`config.mk`:
```
export PLATFORM = sky130hd
export DESIGN_NAME = shuffled_lehmer_random_generator_top
export DESIGN_NICKNAME = d
export VERILOG_FILES = /design/src/rtl/core/slrg_pkg.sv /design/src/rtl/core/slrg_mulmod.sv /design/src/rtl/core/slrg_table.sv /design/src/rtl/core/slrg_seq.sv /design/src/rtl/core/shuffled_lehmer_random_generator_top.sv
export SDC_FILE = /design/constraint.sdc
export NUM_CORES = 2
export LEC_CHECK = 0
export ABC_AREA = 1
export BUFFER_PORTS_ARGS = -buffer_cell sky130_fd_sc_hd__buf_2
export CAP_MARGIN = 20
export CORE_ASPECT_RATIO = 1.25
export CORE_MARGIN = 3
export CORE_UTILIZATION = 55
export DETAILED_ROUTE_END_ITERATION = 10
export GPL_ROUTABILITY_DRIVEN = 0
export GPL_TIMING_DRIVEN = 0
export PLACE_DENSITY = 0.71
export SLEW_MARGIN = 20
export SYNTH_ARGS = -nofsm -noshare
export SYNTH_HDL_FRONTEND = slang
export SYNTH_SLANG_ARGS = --single-unit
```
`constraint.sdc`:
```
create_clock -name clock -period 8.75 [get_ports clock]
set_clock_uncertainty 0.1 [all_clocks]
set_input_delay 0.875 -clock clock [delete_from_list [all_inputs] [get_ports clock]]
set_output_delay 0.875 -clock clock [all_outputs]
set_load 0.005 [all_outputs]
```
`src/rtl/core/slrg_pkg.sv`:
```
// Shared types and constants for the shuffled Lehmer random generator.
package slrg_pkg;

   // Shuffle table geometry.
   localparam int TABLE_SIZE = 32;
   localparam int IDX_W      = $clog2(TABLE_SIZE);

   // Datapath widths: signed generator word, 31-bit values, 15-bit multiplier.
   localparam int WORD_W  = 32;
   localparam int VALUE_W = 31;
   localparam int MUL_W   = 15;
   localparam int PROD_W  = WORD_W + MUL_W;
   localparam int HIGH_W  = PROD_W - VALUE_W;

   // Warm-up length of a reinitialization and its step counter width.
   localparam int WARMUP_STEPS = TABLE_SIZE + 8;
   localparam int CNT_W        = $clog2(WARMUP_STEPS);

   // Lehmer constants: multiplier 16807, modulus 2^31-1.
   localparam logic [MUL_W-1:0]  LEHMER_MUL = 15'd16807;
   localparam logic [WORD_W-1:0] LEHMER_MOD = 32'h7FFF_FFFF;

   // The table entry is picked by the top bits of the previous output.
   localparam int PICK_SHIFT = 26;

   // Request modes.
   localparam logic MODE_DRAW = 1'b0;
   localparam logic MODE_LOAD = 1'b1;

   // Sequencer states.
   typedef enum logic [2:0] {
      ST_IDLE,
      ST_REINIT_MUL,
      ST_REINIT_RED,
      ST_DRAW_MUL,
      ST_DRAW_RED
   } state_type;

   // Access to the shuffle table for one cycle.
   typedef struct packed {
      logic               wr_en;
      logic [IDX_W-1:0]   wr_addr;
      logic [VALUE_W-1:0] wr_data;
      logic               rd_en;
      logic [IDX_W-1:0]   rd_addr;
   } table_req_type;

endpackage

```
`src/rtl/core/slrg_mulmod.sv`:
```
// Shared multiply by 16807 and reduction modulo 2^31-1.
module slrg_mulmod (
   input  logic                           clock,
   input  logic                           start,
   input  logic [slrg_pkg::WORD_W-1:0]    operand,
   output logic [slrg_pkg::VALUE_W-1:0]   result
);
   import slrg_pkg::*;

   logic [PROD_W-1:0] product_ff;
   logic [PROD_W-1:0] product_in;
   logic [WORD_W-1:0] fold_sum;

   // Multiply stage: the product is captured when a step starts and held otherwise.
   assign product_in = start ? (PROD_W'(operand) * PROD_W'(LEHMER_MUL)) : product_ff;

   always_ff @(posedge clock) begin
      product_ff <= product_in;
   end

   // Reduction stage: 2^31 is 1 modulo 2^31-1, so the high part folds onto the low part.
   // The folded sum stays below twice the modulus, so one subtraction finishes it.
   assign fold_sum = {1'b0, product_ff[VALUE_W-1:0]}
                   + {{(WORD_W-HIGH_W){1'b0}}, product_ff[PROD_W-1:VALUE_W]};

   assign result = (fold_sum >= LEHMER_MOD) ? VALUE_W'(fold_sum - LEHMER_MOD)
                                            : fold_sum[VALUE_W-1:0];

endmodule

```
`src/rtl/core/slrg_table.sv`:
```
// Shuffle table memory with one write port and one registered read port.
module slrg_table (
   input  logic                           clock,
   input  slrg_pkg::table_req_type        table_req,
   output logic [slrg_pkg::VALUE_W-1:0]   rd_data
);
   import slrg_pkg::*;

   logic [VALUE_W-1:0] table_mem_ff [TABLE_SIZE];
   logic [VALUE_W-1:0] rd_data_ff;

   // Write port.
   always_ff @(posedge clock) begin
      if (table_req.wr_en) begin
         table_mem_ff[table_req.wr_addr] <= table_req.wr_data;
      end
   end

   // Read port; the data holds until the next read.
   always_ff @(posedge clock) begin
      if (table_req.rd_en) begin
         rd_data_ff <= table_mem_ff[table_req.rd_addr];
      end
   end

   assign rd_data = rd_data_ff;

endmodule

```
`src/rtl/core/slrg_seq.sv`:
```
// Sequencer for requests, warm-up steps, table swaps and the result register.
module slrg_seq (
   input  logic                           clock,
   input  logic                           reset,
   input  logic                           req_valid,
   output logic                           req_stall,
   input  logic                           req_mode,
   input  logic signed [slrg_pkg::WORD_W-1:0] req_seed_value,
   output logic                           rsp_valid,
   input  logic                           rsp_stall,
   output logic [slrg_pkg::VALUE_W-1:0]   rsp_random_value,
   output logic                           mul_start,
   output logic [slrg_pkg::WORD_W-1:0]    mul_operand,
   input  logic [slrg_pkg::VALUE_W-1:0]   mul_result,
   output slrg_pkg::table_req_type        table_req,
   input  logic [slrg_pkg::VALUE_W-1:0]   table_rd_data
);
   import slrg_pkg::*;

   state_type          state_ff, state_in;
   logic [WORD_W-1:0]  word_ff, word_in;
   logic [VALUE_W-1:0] last_out_ff, last_out_in;
   logic [CNT_W-1:0]   count_ff, count_in;
   logic               rsp_valid_ff, rsp_valid_in;
   logic [VALUE_W-1:0] rsp_value_ff, rsp_value_in;

   logic               accept;
   logic               need_reinit;
   logic [WORD_W-1:0]  start_word;
   logic [IDX_W-1:0]   pick;
   logic               rsp_free;

   // Request decode and reinitialization check.
   assign accept      = req_valid && !req_stall;
   assign need_reinit = (word_ff == '0) || word_ff[WORD_W-1] || (last_out_ff == '0);
   assign start_word  = word_ff[WORD_W-1] ? (~word_ff + WORD_W'(1)) : WORD_W'(1);
   assign pick        = last_out_ff[PICK_SHIFT +: IDX_W];
   assign rsp_free    = !rsp_valid_ff || !rsp_stall;

   // The generator word always feeds the shared multiplier.
   assign mul_operand = word_ff;

   // Next state.
   always_comb begin
      state_in = state_ff;
      case (state_ff)
         ST_IDLE: begin
            if (accept && (req_mode == MODE_DRAW)) begin
               state_in = need_reinit ? ST_REINIT_MUL : ST_DRAW_RED;
            end
         end
         ST_REINIT_MUL: begin
            state_in = ST_REINIT_RED;
         end
         ST_REINIT_RED: begin
            state_in = (count_ff == '0) ? ST_DRAW_MUL : ST_REINIT_MUL;
         end
         ST_DRAW_MUL: begin
            state_in = ST_DRAW_RED;
         end
         ST_DRAW_RED: begin
            if (rsp_free) begin
               state_in = ST_IDLE;
            end
         end
         default: begin
            state_in = ST_IDLE;
         end
      endcase
   end

   // Datapath control and register updates.
   always_comb begin
      word_in           = word_ff;
      last_out_in       = last_out_ff;
      count_in          = count_ff;
      rsp_valid_in      = rsp_valid_ff && rsp_stall;
      rsp_value_in      = rsp_value_ff;
      mul_start         = 1'b0;
      table_req         = '0;
      table_req.wr_data = mul_result;
      case (state_ff)
         ST_IDLE: begin
            if (accept) begin
               if (req_mode == MODE_LOAD) begin
                  word_in = req_seed_value;
               end else if (need_reinit) begin
                  word_in  = start_word;
                  count_in = CNT_W'(WARMUP_STEPS - 1);
               end else begin
                  mul_start         = 1'b1;
                  table_req.rd_en   = 1'b1;
                  table_req.rd_addr = pick;
               end
            end
         end
         ST_REINIT_MUL: begin
            mul_start = 1'b1;
         end
         ST_REINIT_RED: begin
            // The last TABLE_SIZE warm-up steps fill the table from the top down.
            word_in = {1'b0, mul_result};
            if (count_ff < CNT_W'(TABLE_SIZE)) begin
               table_req.wr_en   = 1'b1;
               table_req.wr_addr = count_ff[IDX_W-1:0];
            end
            if (count_ff == '0) begin
               last_out_in = mul_result;
            end else begin
               count_in = count_ff - CNT_W'(1);
            end
         end
         ST_DRAW_MUL: begin
            mul_start         = 1'b1;
            table_req.rd_en   = 1'b1;
            table_req.rd_addr = pick;
         end
         ST_DRAW_RED: begin
            // Swap the advanced word into the picked entry and return the old entry.
            if (rsp_free) begin
               word_in           = {1'b0, mul_result};
               last_out_in       = table_rd_data;
               table_req.wr_en   = 1'b1;
               table_req.wr_addr = pick;
               rsp_valid_in      = 1'b1;
               rsp_value_in      = table_rd_data;
            end
         end
         default: begin
            word_in = word_ff;
         end
      endcase
   end

   // Registers.
   always_ff @(posedge clock) begin
      if (reset) begin
         state_ff     <= ST_IDLE;
         word_ff      <= '0;
         last_out_ff  <= '0;
         count_ff     <= '0;
         rsp_valid_ff <= 1'b0;
      end else begin
         state_ff     <= state_in;
         word_ff      <= word_in;
         last_out_ff  <= last_out_in;
         count_ff     <= count_in;
         rsp_valid_ff <= rsp_valid_in;
      end
   end

   always_ff @(posedge clock) begin
      rsp_value_ff <= rsp_value_in;
   end

   assign req_stall        = (state_ff != ST_IDLE);
   assign rsp_valid        = rsp_valid_ff;
   assign rsp_random_value = rsp_value_ff;

   // A load request never starts a sequence.
   assert property (@(posedge clock) disable iff (reset)
      (accept && (req_mode == MODE_LOAD)) |=> (state_ff == ST_IDLE))
      else $error("load request left the idle state");

   // A draw on a valid generator state goes straight to the swap step.
   assert property (@(posedge clock) disable iff (reset)
      (accept && (req_mode == MODE_DRAW) && !need_reinit) |=> (state_ff == ST_DRAW_RED))
      else $error("ordinary draw did not go to the swap step");

   // A result appears only from the swap step.
   assert property (@(posedge clock) disable iff (reset)
      $rose(rsp_valid_ff) |-> ($past(state_ff) == ST_DRAW_RED))
      else $error("result raised outside the swap step");

   // The warm-up counter stays within the step count.
   assert property (@(posedge clock) disable iff (reset)
      (state_ff == ST_REINIT_RED) |-> (count_ff < CNT_W'(WARMUP_STEPS)))
      else $error("warm-up counter out of range");

   // The swap step waits while the previous result is still held.
   assert property (@(posedge clock) disable iff (reset)
      ((state_ff == ST_DRAW_RED) && rsp_valid_ff && rsp_stall) |=> (state_ff == ST_DRAW_RED))
      else $error("swap step overran a pending result");

endmodule

```
`src/rtl/core/shuffled_lehmer_random_generator_top.sv`:
```
// A load request sets the generator word; a draw returns its result from a register.
// A reinitializing draw first runs 40 warm-up steps, each a multiply and a reduce state.
// The block takes no request while a draw is in progress.
// Reset is synchronous and active high; it clears the generator word and last output,
// so the first draw reinitializes. The shuffle table needs no clearing.
module shuffled_lehmer_random_generator_top (
   input  logic                                clock,
   input  logic                                reset,
   input  logic                                req_valid,
   output logic                                req_stall,
   input  logic                                req_mode,
   input  logic signed [slrg_pkg::WORD_W-1:0]  req_seed_value,
   output logic                                rsp_valid,
   input  logic                                rsp_stall,
   output logic [slrg_pkg::VALUE_W-1:0]        rsp_random_value
);
   import slrg_pkg::*;

   logic               mul_start;
   logic [WORD_W-1:0]  mul_operand;
   logic [VALUE_W-1:0] mul_result;
   table_req_type      table_req;
   logic [VALUE_W-1:0] table_rd_data;

   // Sequencer.
   slrg_seq u_seq (
      .clock            (clock),
      .reset            (reset),
      .req_valid        (req_valid),
      .req_stall        (req_stall),
      .req_mode         (req_mode),
      .req_seed_value   (req_seed_value),
      .rsp_valid        (rsp_valid),
      .rsp_stall        (rsp_stall),
      .rsp_random_value (rsp_random_value),
      .mul_start        (mul_start),
      .mul_operand      (mul_operand),
      .mul_result       (mul_result),
      .table_req        (table_req),
      .table_rd_data    (table_rd_data)
   );

   // Shared modular multiplier.
   slrg_mulmod u_mulmod (
      .clock   (clock),
      .start   (mul_start),
      .operand (mul_operand),
      .result  (mul_result)
   );

   // Shuffle table.
   slrg_table u_table (
      .clock     (clock),
      .table_req (table_req),
      .rd_data   (table_rd_data)
   );

endmodule
```
### Word level (Yosys, flattened, before mapping)

Memories as Yosys holds them, arrays and structs flattened. A register that Yosys moved wholly into a read port is not among the register bits.
Cells that the tools add are included.
Widths: inputs -> output; s select.

* flip-flop bits (word level): 151
* latch bits: 0
* bits in writable memories: 992
* memory bits (read-only): 0
* input port bits: 37
* output and inout bits: 33
* logic and storage cells: 87
* memories kept: 1

Memory list
* u_table.table_mem_ff: depth 32, width 31, rd ports 1, clocked after memory_dff 1, write ports 1, line slrg_table.sv:9 `logic [VALUE_W-1:0] table_mem_ff [TABLE_SIZE];`

* add/subtract/negate cells: 4
* multiply operators: 1
* divide/modulo/power cells: 0
* $lt $le $gt $ge: 2
* equal/unequal tests: 12
* shifts and indexed selects: 0
* mux-type cells: 35
* bitwise gates (word level): 2
* reductions and logical operators: 23

Operators by type and width (number)
* $mux 32: 5
* $pmux 32 s3: 1
* $mux 31: 3
* $pmux 31 s2: 1
* $mux 6: 9
* $mul 32x15->47 const B: 1
* $pmux 6 s2: 3
* $add 31x16->32: 1
* $add 32x1->32 const B: 1
* $ge 32x31->1 const B: 1
* $logic_not 32->1: 1
* $not 32->32: 1
* $logic_not 31->1: 1
* $sub 31x31->31 const B: 1
* $pmux 3 s5: 1
* $ne 2x1->1 const B: 5
* $mux 3: 3
* $mux 1: 7
* $eq 3x2->1 const B: 2
* $logic_not 6->1: 1
* $lt 6x6->1 const B: 1
* $reduce_bool 3->1: 2
* $sub 6x1->6 const B: 1
* $reduce_and 5->1: 1
* 16 further kinds: 25

### Longest topological paths before layout

* depth after elaboration: 7
* depth in mapped cells: 24
* depth with buffers taken out: 24

### By module

Synthesis repeated with hierarchy kept, for this count alone.

* cell total of the unflattened synthesis: 5957
* area total of the unflattened synthesis: 59542.1 µm²

By module, submodules not included
* slrg_table: times used 1, cells each 3426, area each 40990.6 µm², seq. area each 30719.5 µm²
* slrg_mulmod: times used 1, cells each 1681, area each 12554.5 µm², seq. area each 1411.4 µm²
* slrg_seq: times used 1, cells each 850, area each 5997.0 µm², seq. area each 2392.3 µm²

### Worst setup path after synthesis

Ideal clock, no wire load.

* path kind: reg2reg
* start: reg u_seq.word_ff[13] (netlist: u_seq.mul_operand[13])
* end: reg u_mulmod.product_ff[43] (data pin)
* library setup time: 0.260 ns
* data arrival time: 5.019 ns
* data required time: 8.390 ns
* path slack: 3.371 ns
* cell stages (with the launch flop): 25
* buffers on the path: 0
* period minus slack after synthesis: 5.379 ns
* cells stage by stage: dfxtp_1 inv_1 fa_1 inv_1 ha_1 fa_1 inv_1 fa_1 inv_1 fa_1 inv_1 fa_1 inv_1 ha_1 nand2_1 nor2_1 a211oi_1 o21ai_0 a21oi_1 inv_1 nand2_1 nand2_1 nand4_1 nand3_1 xor2_1

* word-level cells in the longest chain between the ends: 1

Ends and longest elaborated chain
* start, declared: line slrg_seq.sv:21 `logic [WORD_W-1:0] word_ff, word_in;`
* start signal, assigned: line slrg_seq.sv:145 `word_ff <= word_in;`
* $mul 32x15->47: line slrg_mulmod.sv:15 `assign product_in = start ? (PROD_W'(operand) * PROD_W'(LEHMER_MUL)) : product_ff;`
* end signal, assigned: line slrg_mulmod.sv:18 `product_ff <= product_in;`
* end, declared: line slrg_mulmod.sv:10 `logic [PROD_W-1:0] product_ff;`

No other way between the ends.
A chain may end at the register's enable or synchronous reset.

### Final worst setup path

* start: reg u_seq.word_ff[13] (netlist: u_seq.mul_operand[13])
* end: reg u_mulmod.product_ff[45] (data pin)

Same word-level chain as after synthesis.

==> impl_metrics.tcl <==
set metrics [dict create \
    crit_required_ns 9.13 \
    viasPerCell 5.86 \
    crit_type "flip-flop to flip-flop" \
    path_clk_slew_ns 0.07 \
    worstRegToRegCells 24 \
    clock-sinks 1174 \
    dr.pass1.iters 7 \
    synth_ff_type "edfxtp_1" \
    numCtsBuffers 110 \
    grt_pass1_wl_um 298000 \
    fmax_mhz 145 \
    drt-initial-drc-count 5407 \
    vias 48800 \
    placed_area_mm2 0.0661 \
    rows 137 \
    cts_tree "yes" \
    n_fill_cell 9090 \
    die_height_um 383 \
    ant_nets 0 \
    overflow 0 \
    holdBufCountCts 0 \
    htreeDepth 3 \
    use_met1_pct 36.6 \
    die_area_mm2 0.118 \
    yosysSeqAreaShare_pct 55.3 \
    hold_depth 3 \
    hold_viol_final 0 \
    finalSetupViolCount 0 \
    async_flop_share_pct 0 \
    cts_repair_resize_count 0 \
    timing.setup.tns_ns 0 \
    grt_pass1_vias 48600 \
    tightest_slew_ns 1.20 \
    wl_um 204000 \
    drv_cap 0 \
    path_cells "inv_1 > fa_1 > inv_1 > ha_1 > fa_1 > inv_1 > fa_1 > inv_1 > fa_1 > inv_1 > fa_1 > inv_1 > ha_1 > nand2_1 > nor2_1 > o21ai_0 > o211ai_1 > nand3_1 > o211ai_1 > nand2_1 > nand2_1 > nand3_1 > a21oi_1 > xor2_1" \
    die_x_um 307 \
    grt_max_degree 35 \
    arrival_ns 7.30 \
    path_common_cell "inv_1" \
    cp-start-kind "flip-flop" \
    dpl.hpwl_um 147000 \
    rr_endpoint "u_mulmod.product_ff[45]$_DFFE_PP_" \
    grt.busiest_layer "met2" \
    areaGrowthSynthToFinish_pct 11.8 \
    r2r_slack_ns 1.84 \
    cp-end-kind "flip-flop" \
    final_max_slew_viol_count 0 \
    io_pins 70 \
    syn_nets 6949 \
    rsz0062_at_grt "no" \
    avgSynthCellArea_um2 9.56 \
    cts_buffer_depth 3 \
    yosysWarnings 0 \
    cts_root_buffer "clkbuf_16" \
    critPathMaxStageDelay_ns 0.65 \
    core-area_mm2 0.112 \
    drive_above_1_share_pct 8.14 \
    ys_seq_elements 1174 \
    netlist_area_mm2 0.0624 \
    fin_area_mm2 0.0698 \
    syn_inst 6532 \
    cp_max_fo 7 \
    floorplan.initialDensity_pct 55.7 \
    track_usage_pct 34.6 \
    hold_ws_ns 0.365 \
    holdCritPathClass "input pin to flip-flop" \
    cp_top_family "adder cells" \
    port_buffers 67 \
    synth_edf_count 1101 \
    fin_nets 7176 \
    met3_usage_pct 7.73 \
    post-cts-setup-buffer-count 0 \
    clk_latency_ns 0.75 \
    antenna_found_initial 10 \
    synth.distinct_cells 53 \
    final_common_cell "nand2_1" \
    r2r_start "u_seq.mul_operand[13]$_SDFFE_PP0P_" \
    slew_headroom_pct 19.9 \
    hold_end "u_seq.mul_operand[31]$_SDFFE_PP0P_" \
    critPathBufInv 6 \
    min_period_ns 6.91 \
    status "completed" \
    period_share_pct 79.0 \
    route.detailed.drc 0 \
    wl_per_cell_um 24.5 \
    hp-start "req_seed_value[31]" \
    grt_util_met2_pct 58.7 \
    mostFrequentLayoutCells "nand2_1, edfxtp_1, inv_1" \
    cpMaxStageDelayCell "dfxtp_1" \
]
## sequential cells by signal, indices dropped and copies added, names as in the netlist
name / cells
u_mulmod.product_ff: 47
u_seq.count_ff: 6
u_seq.last_out_ff: 31
u_seq.mul_operand: 32
u_seq.rsp_random_value: 31
u_seq.rsp_valid: 1
u_seq.state_ff: 3
u_table.rd_data: 31
u_table.table_mem_ff: 992
## worst max path at each step
stage / from / endpoint / slack, ns / cells after the start
after floorplan: u_seq.mul_operand[13]$_SDFFE_PP0P_ / u_mulmod.product_ff[43]$_DFFE_PP_ / 3.37 / 24
after global placement: rsp_stall / u_table.table_mem_ff[19][28]$_DFFE_PP_ / 1.99 / 8
after global routing: u_seq.mul_operand[18]$_SDFFE_PP0P_ / u_mulmod.product_ff[38]$_DFFE_PP_ / 1.67 / 22
after CTS: u_seq.mul_operand[13]$_SDFFE_PP0P_ / u_mulmod.product_ff[45]$_DFFE_PP_ / 2.09 / 24
after detailed placement: u_seq.mul_operand[14]$_SDFFE_PP0P_ / u_mulmod.product_ff[45]$_DFFE_PP_ / 2.12 / 24
final: u_seq.mul_operand[13]$_SDFFE_PP0P_ / u_mulmod.product_ff[45]$_DFFE_PP_ / 1.84 / 24
## worst reg2reg max path: cells and delay by family (launching register included)
kind / cells / cell delay [ns]
fa+ha+maj: 7 / 3.26
simple gates: 6 / 1.07
compound gates: 4 / 0.90
flops: 1 / 0.65
buf+inv: 6 / 0.59
xor+xnor: 1 / 0.11
## through the flow
step,setup slack (ns),util [%],std cells
global placement,1.99,57.6,8058
detailed placement,2.12,59.0,8105
global route,1.67,62.2,8314
CTS,2.09,62.2,8313
floorplan,3.37,-,6532
finish,1.84,62.3,8322
## cells by family (layout without fill, tap and decap cells)
group,count (synthesis),in the layout,synth area share (%)
other cells,0,8,0
simple gates,3270,3270,23.5
xor+xnor,60,60,0.842
buf+inv,1327,1650,8.29
compound gates,321,321,2.81
flops,1174,1174,55.3
fa+ha+maj,380,380,9.29
## layer usage
layer | part of all wire (%) | vias up
met4 | 10 | 4
met1 | 32 | 23000
met3 | 10 | 1011
met2 | 48 | 2953
met5 | 0.012 | -
li1 | - | 21800
## area by class of cell
| class | instances | area, um2 | area share [%] |
|---|---|---|---|
| Sequential cell | 1174 | 34500 | 49.5 |
| Multi-Input combinational cell | 4031 | 23100 | 33.1 |
| Inverter | 1048 | 3930 | 5.64 |
| Clock buffer | 139 | 2980 | 4.26 |
| Tap cell | 1459 | 1830 | 2.62 |
| Timing Repair Buffer | 115 | 1510 | 2.16 |
| Buffer | 279 | 1250 | 1.79 |
| Clock inverter | 69 | 678 | 0.972 |
| Antenna cell | 8 | 20.0 | 0.0287 |
## cells in the mapped netlist, types with 16 or more instances
library cell  number  area, um2
or2_2             35        219
xnor2_1           18        158
nand3b_1         221       1660
xor2_1            42        368
nand4_1           33        206
inv_1           1041       3910
buf_1             30        113
ha_1             241       3020
o21ai_0          100        500
nand3_1          834       4170
nand2_2           18        113
a21oi_1          160        801
nand2_1         1376       5160
nor3_1            19       95.1
buf_2             92        460
fa_1             139       2780
edfxtp_1        1101      33100
a31oi_1           16        100
clkbuf_1         146        548
dfxtp_1           73       1460
nor2_1           678       2540
Power is left out: the tool's default activity adds up to more than one toggle a clock period on the data nets, which glitch-free logic cannot reach.
